`config.mk`:
```
export PLATFORM = sky130hd
export DESIGN_NAME = contiguous_page_allocator_table
export DESIGN_NICKNAME = d
export VERILOG_FILES = /design/src/hdl/cpat_pkg.sv /design/src/hdl/cpat_store.sv /design/src/hdl/contiguous_page_allocator_table.sv
export SDC_FILE = /design/constraint.sdc
export NUM_CORES = 2
export LEC_CHECK = 0
export ABC_AREA = 1
export ABC_CLOCK_PERIOD_IN_PS = 7700
export BUFFER_PORTS_ARGS = -buffer_cell sky130_fd_sc_hd__buf_2
export CAP_MARGIN = 40
export CORE_AREA = 2 2 511 513
export CTS_BUF_LIST = sky130_fd_sc_hd__clkbuf_16
export CTS_CLUSTER_DIAMETER = 150
export DETAILED_ROUTE_END_ITERATION = 8
export DIE_AREA = 0 0 513 515
export SYNTH_ARGS = -nofsm -noshare
export SYNTH_HDL_FRONTEND = slang
export SYNTH_HIERARCHICAL = 1
export SYNTH_SLANG_ARGS = --single-unit
```
`constraint.sdc`:
```
create_clock -name clk -period 7.7 [get_ports clk]
set_clock_uncertainty 0.1 [all_clocks]
set_input_delay 1.155 -clock clk [delete_from_list [all_inputs] [get_ports clk]]
set_output_delay 1.155 -clock clk [all_outputs]
set_load 0.01 [all_outputs]
```
`src/hdl/cpat_pkg.sv`:
```
// Shared definitions for the contiguous page allocator table.
// Holds function codes, status codes and the storage write-control struct.
// No dependencies.
`timescale 1ns / 1ps

package cpat_pkg;

    // Function codes carried by an input word
    localparam logic [2:0] FUNC_ALLOC = 3'd0;
    localparam logic [2:0] FUNC_MAP   = 3'd1;
    localparam logic [2:0] FUNC_FIND  = 3'd2;
    localparam logic [2:0] FUNC_INVAL = 3'd3;
    localparam logic [2:0] FUNC_READ  = 3'd4;

    // Status codes carried by a result word
    localparam logic [1:0] ST_OK       = 2'd0;
    localparam logic [1:0] ST_NO_RUN   = 2'd1;
    localparam logic [1:0] ST_NO_ENTRY = 2'd2;

    // Contents of an entry that was never written
    localparam logic [15:0] ID_EMPTY   = 16'hFFFF;
    localparam logic [31:0] ADDR_EMPTY = 32'hFFFF_FFFF;

    // Write strobes into the entry storage
    typedef struct packed {
        logic page_we;
        logic addr_we;
    } store_wr_t;

endpackage

```
`src/hdl/cpat_store.sv`:
```
// Entry storage of the page allocator table: page ids, owner ids and bound addresses.
// One write port and one registered read port shared by all three arrays.
// Depends on cpat_pkg.
`timescale 1ns / 1ps

module cpat_store #(
    parameter int ENTRIES = 32
) (
    input  logic                      clk,
    input  cpat_pkg::store_wr_t       wr,
    input  logic [$clog2(ENTRIES)-1:0] wr_index,
    input  logic [15:0]               wr_page,
    input  logic [15:0]               wr_owner,
    input  logic [31:0]               wr_address,
    input  logic [$clog2(ENTRIES)-1:0] rd_index,
    output logic [15:0]               rd_page,
    output logic [15:0]               rd_owner,
    output logic [31:0]               rd_address
);
    import cpat_pkg::*;

    logic [15:0] page_mem  [ENTRIES];
    logic [15:0] owner_mem [ENTRIES];
    logic [31:0] addr_mem  [ENTRIES];

    logic [15:0] rd_page_reg;
    logic [15:0] rd_owner_reg;
    logic [31:0] rd_address_reg;

    // Write page and owner together on allocation, address on mapping
    always_ff @(posedge clk)
    begin
        if (wr.page_we)
        begin
            page_mem[wr_index]  <= wr_page;
            owner_mem[wr_index] <= wr_owner;
        end
        if (wr.addr_we)
        begin
            addr_mem[wr_index] <= wr_address;
        end
    end

    // Register the read word
    always_ff @(posedge clk)
    begin
        rd_page_reg    <= page_mem[rd_index];
        rd_owner_reg   <= owner_mem[rd_index];
        rd_address_reg <= addr_mem[rd_index];
    end

    assign rd_page    = rd_page_reg;
    assign rd_owner   = rd_owner_reg;
    assign rd_address = rd_address_reg;

endmodule

```
`src/hdl/contiguous_page_allocator_table.sv`:
```
// Page table of ENTRIES entries with a first-fit contiguous allocator. A small
// sequencer walks the entries one per cycle and handles one word at a time;
// in_ready is high only while it is idle. An allocate word scans entries until
// the first free run of page_count entries ends (at most ENTRIES entries), then
// writes the run and posts the result. A map word scans up to ENTRIES entries
// and a find word up to min(LOOKUP_ENTRIES, ENTRIES), both through the single
// storage read port that the scan walks. Invalidate and unknown words post their
// result directly; a read first waits for the registered storage word. A
// finished result waits in the output register while the next word is accepted;
// the sequencer stalls only if a second result is ready before the first is
// taken. Entry flags live in flip-flops cleared by reset, so no clearing pass is
// needed after reset.
`timescale 1ns / 1ps

module contiguous_page_allocator_table #(
    parameter int ENTRIES        = 32,
    parameter int LOOKUP_ENTRIES = 16
) (
    input  logic        clk,
    input  logic        rst_n,
    input  logic        in_valid,
    output logic        in_ready,
    input  logic [2:0]  func,
    input  logic [5:0]  page_count,
    input  logic [15:0] alloc_tag,
    input  logic [31:0] target_address,
    input  logic [4:0]  entry_index,
    output logic        out_valid,
    input  logic        out_ready,
    output logic [1:0]  status,
    output logic [15:0] new_alloc_id,
    output logic [15:0] page_number,
    output logic [4:0]  hit_index,
    output logic        entry_allocated,
    output logic        entry_valid,
    output logic        entry_writable,
    output logic [31:0] entry_address
);
    import cpat_pkg::*;

    localparam int IW     = $clog2(ENTRIES);
    localparam int CW     = $clog2(ENTRIES + 1);
    localparam int CMPW   = (CW > 6) ? CW : 6;
    localparam int LOOK_N = (LOOKUP_ENTRIES < ENTRIES) ? LOOKUP_ENTRIES : ENTRIES;
    localparam logic [CW-1:0] MAP_LIM  = CW'(ENTRIES);
    localparam logic [CW-1:0] FIND_LIM = CW'(LOOK_N);

    typedef enum logic [2:0] {
        IDLE,
        ALLOC_SCAN,
        ALLOC_WRITE,
        MAP_SCAN,
        FIND_SCAN,
        READ_WAIT,
        RESP
    } state_t;

    state_t state_reg;

    // Entry flags
    logic [ENTRIES-1:0] alloc_flags_reg;
    logic [ENTRIES-1:0] valid_flags_reg;
    logic [ENTRIES-1:0] bound_flags_reg;
    logic [ENTRIES-1:0] write_flags_reg;
    logic [15:0]        last_alloc_reg;
    logic [15:0]        last_page_reg;

    // Captured input word
    logic [5:0]  count_reg;
    logic [15:0] tag_reg;
    logic [31:0] addr_reg;
    logic [IW-1:0] idx_reg;
    logic        idx_ok_reg;

    // Scan state
    logic [CW-1:0] ptr_reg;
    logic [CW-1:0] run_reg;
    logic [IW-1:0] start_reg;
    logic [IW-1:0] wptr_reg;
    logic [5:0]    remain_reg;
    logic [IW-1:0] cmp_idx_reg;
    logic          cmp_ok_reg;

    // Pending result
    logic [1:0]  res_status_reg;
    logic [15:0] res_id_reg;
    logic [15:0] res_page_reg;
    logic [4:0]  res_hit_reg;
    logic        res_alloc_reg;
    logic        res_valid_reg;
    logic        res_write_reg;
    logic [31:0] res_addr_reg;

    // Output register
    logic        out_valid_reg;
    logic [1:0]  status_reg;
    logic [15:0] new_alloc_id_reg;
    logic [15:0] page_number_reg;
    logic [4:0]  hit_index_reg;
    logic        entry_allocated_reg;
    logic        entry_valid_reg;
    logic        entry_writable_reg;
    logic [31:0] entry_address_reg;

    // Storage interface
    store_wr_t     store_wr;
    logic [IW-1:0] wr_index;
    logic [IW-1:0] rd_index;
    logic [15:0]   rd_page;
    logic [15:0]   rd_owner;
    logic [31:0]   rd_address;

    logic [IW-1:0] ptr_idx;
    logic [CW-1:0] run_next;
    logic          run_done;
    logic          entry_ok;
    logic [15:0]   owner_eff;
    logic          map_match;
    logic          find_match;
    logic          out_free;

    assign ptr_idx  = ptr_reg[IW-1:0];
    assign run_next = run_reg + 1'b1;
    assign run_done = (CMPW'(run_next) == CMPW'(count_reg));
    assign entry_ok = (32'(entry_index) < ENTRIES);
    assign out_free = !out_valid_reg || out_ready;

    // Compare the word read back for the entry under test
    assign owner_eff  = alloc_flags_reg[cmp_idx_reg] ? rd_owner : ID_EMPTY;
    assign map_match  = !valid_flags_reg[cmp_idx_reg] && (owner_eff == tag_reg);
    assign find_match = valid_flags_reg[cmp_idx_reg] && (rd_address == addr_reg);

    // Drive the storage ports
    always_comb
    begin
        store_wr.page_we = (state_reg == ALLOC_WRITE);
        store_wr.addr_we = (state_reg == MAP_SCAN) && cmp_ok_reg && map_match;
        wr_index         = (state_reg == ALLOC_WRITE) ? wptr_reg : cmp_idx_reg;
        rd_index         = (state_reg == IDLE) ? IW'(entry_index) : ptr_idx;
    end

    cpat_store #(
        .ENTRIES(ENTRIES)
    ) u_store (
        .clk        (clk),
        .wr         (store_wr),
        .wr_index   (wr_index),
        .wr_page    (last_page_reg + 16'd1),
        .wr_owner   (last_alloc_reg),
        .wr_address (addr_reg),
        .rd_index   (rd_index),
        .rd_page    (rd_page),
        .rd_owner   (rd_owner),
        .rd_address (rd_address)
    );

    // Sequencer, entry flags and result registers
    always_ff @(posedge clk or negedge rst_n)
    begin
        if (!rst_n)
        begin
            state_reg       <= IDLE;
            out_valid_reg   <= 1'b0;
            alloc_flags_reg <= '0;
            valid_flags_reg <= '0;
            bound_flags_reg <= '0;
            write_flags_reg <= '0;
            last_alloc_reg  <= ID_EMPTY;
            last_page_reg   <= ID_EMPTY;
            ptr_reg         <= '0;
            run_reg         <= '0;
            cmp_ok_reg      <= 1'b0;
            remain_reg      <= '0;
        end
        else
        begin
            // Drop the result once taken, unless a new one is posted now
            if (out_valid_reg && out_ready && state_reg != RESP)
            begin
                out_valid_reg <= 1'b0;
            end

            unique case (state_reg)
                IDLE:
                begin
                    if (in_valid)
                    begin
                        count_reg      <= page_count;
                        tag_reg        <= alloc_tag;
                        addr_reg       <= target_address;
                        idx_reg        <= IW'(entry_index);
                        idx_ok_reg     <= entry_ok;
                        ptr_reg        <= '0;
                        run_reg        <= '0;
                        cmp_ok_reg     <= 1'b0;
                        res_status_reg <= ST_OK;
                        res_id_reg     <= '0;
                        res_page_reg   <= '0;
                        res_hit_reg    <= '0;
                        res_alloc_reg  <= 1'b0;
                        res_valid_reg  <= 1'b0;
                        res_write_reg  <= 1'b0;
                        res_addr_reg   <= '0;
                        case (func)
                            FUNC_ALLOC:
                            begin
                                if (page_count == 6'd0 || 32'(page_count) > ENTRIES)
                                begin
                                    res_status_reg <= ST_NO_RUN;
                                    state_reg      <= RESP;
                                end
                                else
                                begin
                                    state_reg <= ALLOC_SCAN;
                                end
                            end
                            FUNC_MAP:
                            begin
                                state_reg <= MAP_SCAN;
                            end
                            FUNC_FIND:
                            begin
                                state_reg <= FIND_SCAN;
                            end
                            FUNC_INVAL:
                            begin
                                if (entry_ok)
                                begin
                                    valid_flags_reg[IW'(entry_index)] <= 1'b0;
                                end
                                state_reg <= RESP;
                            end
                            FUNC_READ:
                            begin
                                state_reg <= READ_WAIT;
                            end
                            default:
                            begin
                                state_reg <= RESP;
                            end
                        endcase
                    end
                end

                ALLOC_SCAN:
                begin
                    // Extend or break the current free run
                    if (alloc_flags_reg[ptr_idx])
                    begin
                        run_reg <= '0;
                    end
                    else
                    begin
                        run_reg <= run_next;
                        if (run_reg == '0)
                        begin
                            start_reg <= ptr_idx;
                        end
                    end
                    if (!alloc_flags_reg[ptr_idx] && run_done)
                    begin
                        wptr_reg       <= (run_reg == '0) ? ptr_idx : start_reg;
                        remain_reg     <= count_reg;
                        last_alloc_reg <= last_alloc_reg + 16'd1;
                        res_id_reg     <= last_alloc_reg + 16'd1;
                        res_page_reg   <= last_page_reg + 16'd1;
                        state_reg      <= ALLOC_WRITE;
                    end
                    else if (ptr_reg == CW'(ENTRIES - 1))
                    begin
                        res_status_reg <= ST_NO_RUN;
                        state_reg      <= RESP;
                    end
                    else
                    begin
                        ptr_reg <= ptr_reg + 1'b1;
                    end
                end

                ALLOC_WRITE:
                begin
                    // Claim one entry of the run per cycle
                    alloc_flags_reg[wptr_reg] <= 1'b1;
                    write_flags_reg[wptr_reg] <= 1'b1;
                    last_page_reg             <= last_page_reg + 16'd1;
                    wptr_reg                  <= wptr_reg + 1'b1;
                    remain_reg                <= remain_reg - 6'd1;
                    if (remain_reg == 6'd1)
                    begin
                        state_reg <= RESP;
                    end
                end

                MAP_SCAN:
                begin
                    if (cmp_ok_reg && map_match)
                    begin
                        valid_flags_reg[cmp_idx_reg] <= 1'b1;
                        bound_flags_reg[cmp_idx_reg] <= 1'b1;
                        res_page_reg <= alloc_flags_reg[cmp_idx_reg] ? rd_page : ID_EMPTY;
                        state_reg    <= RESP;
                    end
                    else if (!cmp_ok_reg && ptr_reg == MAP_LIM)
                    begin
                        res_status_reg <= ST_NO_ENTRY;
                        state_reg      <= RESP;
                    end
                    else
                    begin
                        // Issue the next read while comparing the last one
                        if (ptr_reg != MAP_LIM)
                        begin
                            ptr_reg <= ptr_reg + 1'b1;
                        end
                        cmp_ok_reg  <= (ptr_reg != MAP_LIM);
                        cmp_idx_reg <= ptr_idx;
                    end
                end

                FIND_SCAN:
                begin
                    if (cmp_ok_reg && find_match)
                    begin
                        res_hit_reg <= 5'(cmp_idx_reg);
                        state_reg   <= RESP;
                    end
                    else if (!cmp_ok_reg && ptr_reg == FIND_LIM)
                    begin
                        res_hit_reg <= 5'(LOOKUP_ENTRIES);
                        state_reg   <= RESP;
                    end
                    else
                    begin
                        if (ptr_reg != FIND_LIM)
                        begin
                            ptr_reg <= ptr_reg + 1'b1;
                        end
                        cmp_ok_reg  <= (ptr_reg != FIND_LIM);
                        cmp_idx_reg <= ptr_idx;
                    end
                end

                READ_WAIT:
                begin
                    // Read word arrived; substitute empty values where unset
                    if (idx_ok_reg)
                    begin
                        res_page_reg  <= alloc_flags_reg[idx_reg] ? rd_page : ID_EMPTY;
                        res_alloc_reg <= alloc_flags_reg[idx_reg];
                        res_valid_reg <= valid_flags_reg[idx_reg];
                        res_write_reg <= write_flags_reg[idx_reg];
                        res_addr_reg  <= bound_flags_reg[idx_reg] ? rd_address : ADDR_EMPTY;
                    end
                    else
                    begin
                        res_page_reg <= ID_EMPTY;
                        res_addr_reg <= ADDR_EMPTY;
                    end
                    state_reg <= RESP;
                end

                RESP:
                begin
                    // Hold until the output register is free
                    if (out_free)
                    begin
                        out_valid_reg       <= 1'b1;
                        status_reg          <= res_status_reg;
                        new_alloc_id_reg    <= res_id_reg;
                        page_number_reg     <= res_page_reg;
                        hit_index_reg       <= res_hit_reg;
                        entry_allocated_reg <= res_alloc_reg;
                        entry_valid_reg     <= res_valid_reg;
                        entry_writable_reg  <= res_write_reg;
                        entry_address_reg   <= res_addr_reg;
                        state_reg           <= IDLE;
                    end
                end

                default:
                begin
                    state_reg <= IDLE;
                end
            endcase
        end
    end

    assign in_ready        = (state_reg == IDLE);
    assign out_valid       = out_valid_reg;
    assign status          = status_reg;
    assign new_alloc_id    = new_alloc_id_reg;
    assign page_number     = page_number_reg;
    assign hit_index       = hit_index_reg;
    assign entry_allocated = entry_allocated_reg;
    assign entry_valid     = entry_valid_reg;
    assign entry_writable  = entry_writable_reg;
    assign entry_address   = entry_address_reg;

endmodule

```
==> results.py <==
metrics = {
    "yosys": {
        "synth-edff-count": 2270,
        "synth_area_leader_cell": "sky130_fd_sc_hd__edfxtp_1",
        "async_flop_share": 0.0727,
        "cell_area_after_synthesis_mm2": 0.103,
        "synth_mux_area_frac": 0,
        "synth_xor_area_frac": 0.00426,
        "yosys-top-cells-area": "sky130_fd_sc_hd__edfxtp_1 (66%), sky130_fd_sc_hd__nand2_1 (11%), sky130_fd_sc_hd__nand3_1 (9.3%)",
        "synthesis_stage_register_bit_count": 2517,
        "largest_family_of_logic_cells_by_synthesized_area": "simple AND/OR/NAND/NOR gates",
        "synthDistinctLibCells": 48,
        "synth_top_area_frac": 0.663,
        "synth.net_count": 9073,
        "synth_compound_gate_area_share": 0.0255,
        "yosys_most_used_dff": "sky130_fd_sc_hd__edfxtp_1",
        "synthesis.area_per_instance_um2": 11.4,
        "synth-warning-count": 6,
        "synth-seq-area-share": 0.720,
        "synth_cells": 8995,
        "synth_fa_ha_area_frac": 0.00146,
        "synth_simple_gate_area_frac": 0.213,
    },
    "cells_and_area": {
        "final_area_mm2": 0.117,
        "drive_gt1_frac": 0.0937,
        "top_register": "u_store/addr_mem",
        "finished_core_util": 0.453,
        "layout_overhead_on_the_synthesized_area_pct": 13.7,
        "reg_top3": "u_store/addr_mem x1024, u_store/owner_mem x512, u_store/page_mem x512",
        "nNetsFinal": 9163,
        "largest_reg_flops": 1024,
    },
    "pwr": {
        "peakVddDrop_v": 0.000346,
        "cellPowerDensity_mw_per_mm2": 377,
        "leak_nw": 42.9,
    },
    "timing": {
        "tns_ns": 0,
        "report.final.setup_viol": 0,
        "highest_clock_frequency_the_design_can_meet_mhz": 190,
        "final_hold_viol_count": 0,
        "relSlewSlack": 0.0489,
        "rsz0062_at_grt": "false",
        "layout_min_cycle_time_ns": 5.26,
        "finalCritPeriodShare": 0.682,
        "drv_slew": 0,
        "timing_worst_slew_pin_value_ns": 1.43,
    },
    "clock_network": {
        "htree_levels": 5,
        "post_cts_buffers": 0,
        "max-clock-path-buffers": 4,
        "cts_inserted_buffers": 278,
        "clk_latency_ns": 0.85,
        "clock_tree_from_tritoncts": "done",
        "hold_buf_count_cts": 0,
        "post_cts.resized_instances": 0,
        "clkSlewWorstSetupHoldPaths_ns": 0.06,
        "clock-sinks": 2517,
        "cts-root-buf": "sky130_fd_sc_hd__clkbuf_16",
    },
    "global_route": {
        "antenna_found_initial": 13,
        "first_pass_grt_wire_length_um": 447000,
        "globalRouteOverflowTotal": 0,
        "total_global_routing_track_utilization": 0.225,
        "pin_count_of_the_biggest_net_entering_global_routing": 207,
        "number_of_global_route_vias_before_repair": 66600,
    },
    "setup_path": {
        "crit_buf_inv": 5,
        "worstSetupEndpointType": "flip-flop",
        "cpMostUsedCell": "sky130_fd_sc_hd__nand2_1",
        "critical-path-max-stage-delay_ns": 0.82,
        "setup.worst_path.class": "reg -> reg",
        "cp.arrival_ns": 5.67,
        "critical_path.cell_chain": "inv_2 -> nand2_1 -> nand2_1 -> nand2_1 -> nand2_1 -> nand2_1 -> nand2_1 -> nor2_2 -> nand2_4 -> inv_2 -> nor2_1 -> xnor2_1 -> nor2_1 -> nand3_4 -> nor2_8 -> inv_2 -> buf_12 -> nor2_4 -> buf_4",
        "startpoint_type": "flip-flop",
        "critPathTopFamily": "simple AND/OR/NAND/NOR gates",
        "critPathSlowestCell": "sky130_fd_sc_hd__edfxtp_1",
        "crit_required_ns": 8.12,
        "critical_path.max_fanout": 28,
    },
    "place": {
        "port-buffer-count": 141,
        "place_congestion": 0.924,
        "detailed_place.area_mm2": 0.108,
        "dpl.hpwl_um": 171000,
    },
    "floorplan": {
        "die_area_mm2": 0.264,
        "initial_utilization": 0.398,
        "die_x_um": 513,
        "dieHeight_um": 515,
        "floorplan.rows": 187,
        "io_pins": 142,
        "core-area_mm2": 0.259,
    },
    "route": {
        "drcViolationCount": 0,
        "initialDrtViolationCount": 8616,
        "ant_nets": 0,
        "dr_total_vias": 70100,
        "drt-vias-per-instance": 5.52,
        "dr.pass1.iters": 8,
        "routed_wire_length_per_instance_um": 23.9,
        "postRouteWirelength_um": 304000,
    },
    "status": {
        "status": "complete, no violations",
    },
    "run": {
        "maxCapViolCount": 0,
    },
    "worst_hold_path": {
        "timing.hold.worst.class": "in -> async",
    },
}
per-layer routing:
layer / global-route usage / vias to the layer above / part of all wire
met5: 0 / - / 0.000043
met4: 0.0733 / 2 / 0.032
met3: 0.0325 / 500 / 0.082
met2: 0.359 / 3217 / 0.47
met1: 0.316 / 34800 / 0.42
li1: - / 31600 / -
cell usage after synthesis (all sizes together), types with 4 or more instances:
master	instances
clkbuf	143
o22ai	15
a31oi	4
dfxtp	64
nand4	18
inv	280
buf	386
clkinv	6
xor2	34
dfrtp	151
o21bai	40
nand3	1903
ha	12
a21oi	91
dfstp	32
or2	4
o21ai	273
nand2	2923
edfxtp	2270
o211ai	18
o221ai	14
nor3	69
xnor2	16
nor2	209
through the flow:
step / power (mW) / cells / hold slack [ns] / setup slack (ns)
6_report: 44.1 / 12700 / 0.209 / 2.44
5_1_grt: 46.2 / 12700 / 0.229 / 2.12
4_1_cts: 44.2 / 12700 / 0.208 / 2.49
3_5_place_dp: 31.0 / 12200 / 0.305 / 2.49
3_3_place_gp: 30.7 / 12200 / 0.303 / 2.11
2_1_floorplan: 26.2 / 8995 / 0.300 / 0.731
cell type report:
class,count,area (um^2)
Antenna cell,4,10.0
Tap cell,3402,4260
Fill cell,23300,142000
Sequential cell,2517,74100
Multi-Input combinational cell,5663,25700
Timing Repair Buffer,339,2940
Clock inverter,205,1740
Inverter,286,1110
Clock buffer,288,7210
path summary, 6_finish.rpt:
check,slack (ns),start,endpoint,cells after the start
setup / recovery,2.44,cmp_idx_reg[0]$_DFFE_PP_,u_store/addr_mem[0][20]$_DFFE_PP_,19
hold / removal,0.21,rst_n,out_valid$_DFF_PN0_,1
hold reg to reg,0.31,res_id_reg[2]$_SDFFCE_PN0P_,new_alloc_id[2]$_DFFE_PP_,0
max in group asynchronous,6.03,rst_n,alloc_flags_reg[13]$_DFFE_PN0P_,2
setup reg to reg,2.44,cmp_idx_reg[0]$_DFFE_PP_,u_store/addr_mem[0][20]$_DFFE_PP_,19
min in group clk,0.31,res_id_reg[2]$_SDFFCE_PN0P_,new_alloc_id[2]$_DFFE_PP_,0
kinds of logic (layout without fill, tap and decap cells):
| logic type | after synthesis | after routing |
|---|---|---|
| AOI/OAI and AO/OA | 470 | 470 |
| buffers and inverters | 815 | 1118 |
| other | 0 | 4 |
| and+or+nand+nor | 5131 | 5131 |
| adders and majority gates | 12 | 12 |
| DFF | 2517 | 2517 |
| xor gates and xnor gates | 50 | 50 |
placed cells by master, fill, tap and decap left out, types with 43 or more instances in the layout:
cell	Yosys	layout
sky130_fd_sc_hd__clkbuf_16	0	288
sky130_fd_sc_hd__nand2_1	2920	2920
sky130_fd_sc_hd__dfrtp_1	151	151
sky130_fd_sc_hd__buf_4	60	150
sky130_fd_sc_hd__buf_2	259	140
sky130_fd_sc_hd__edfxtp_1	2270	2270
sky130_fd_sc_hd__clkinv_1	6	64
sky130_fd_sc_hd__clkinv_2	0	43
sky130_fd_sc_hd__dfxtp_1	64	64
sky130_fd_sc_hd__nand3_1	1902	1902
sky130_fd_sc_hd__o21ai_0	273	268
sky130_fd_sc_hd__a21oi_1	91	89
sky130_fd_sc_hd__inv_1	271	314
sky130_fd_sc_hd__nor2_1	204	166
power by group:
part           internal [mW]  switching [mW]
registers               16.0           0.631
logic                   3.77            10.5
clock network           7.75            5.41
total                   27.6            16.5
Power figures use the tool's default switching activity.
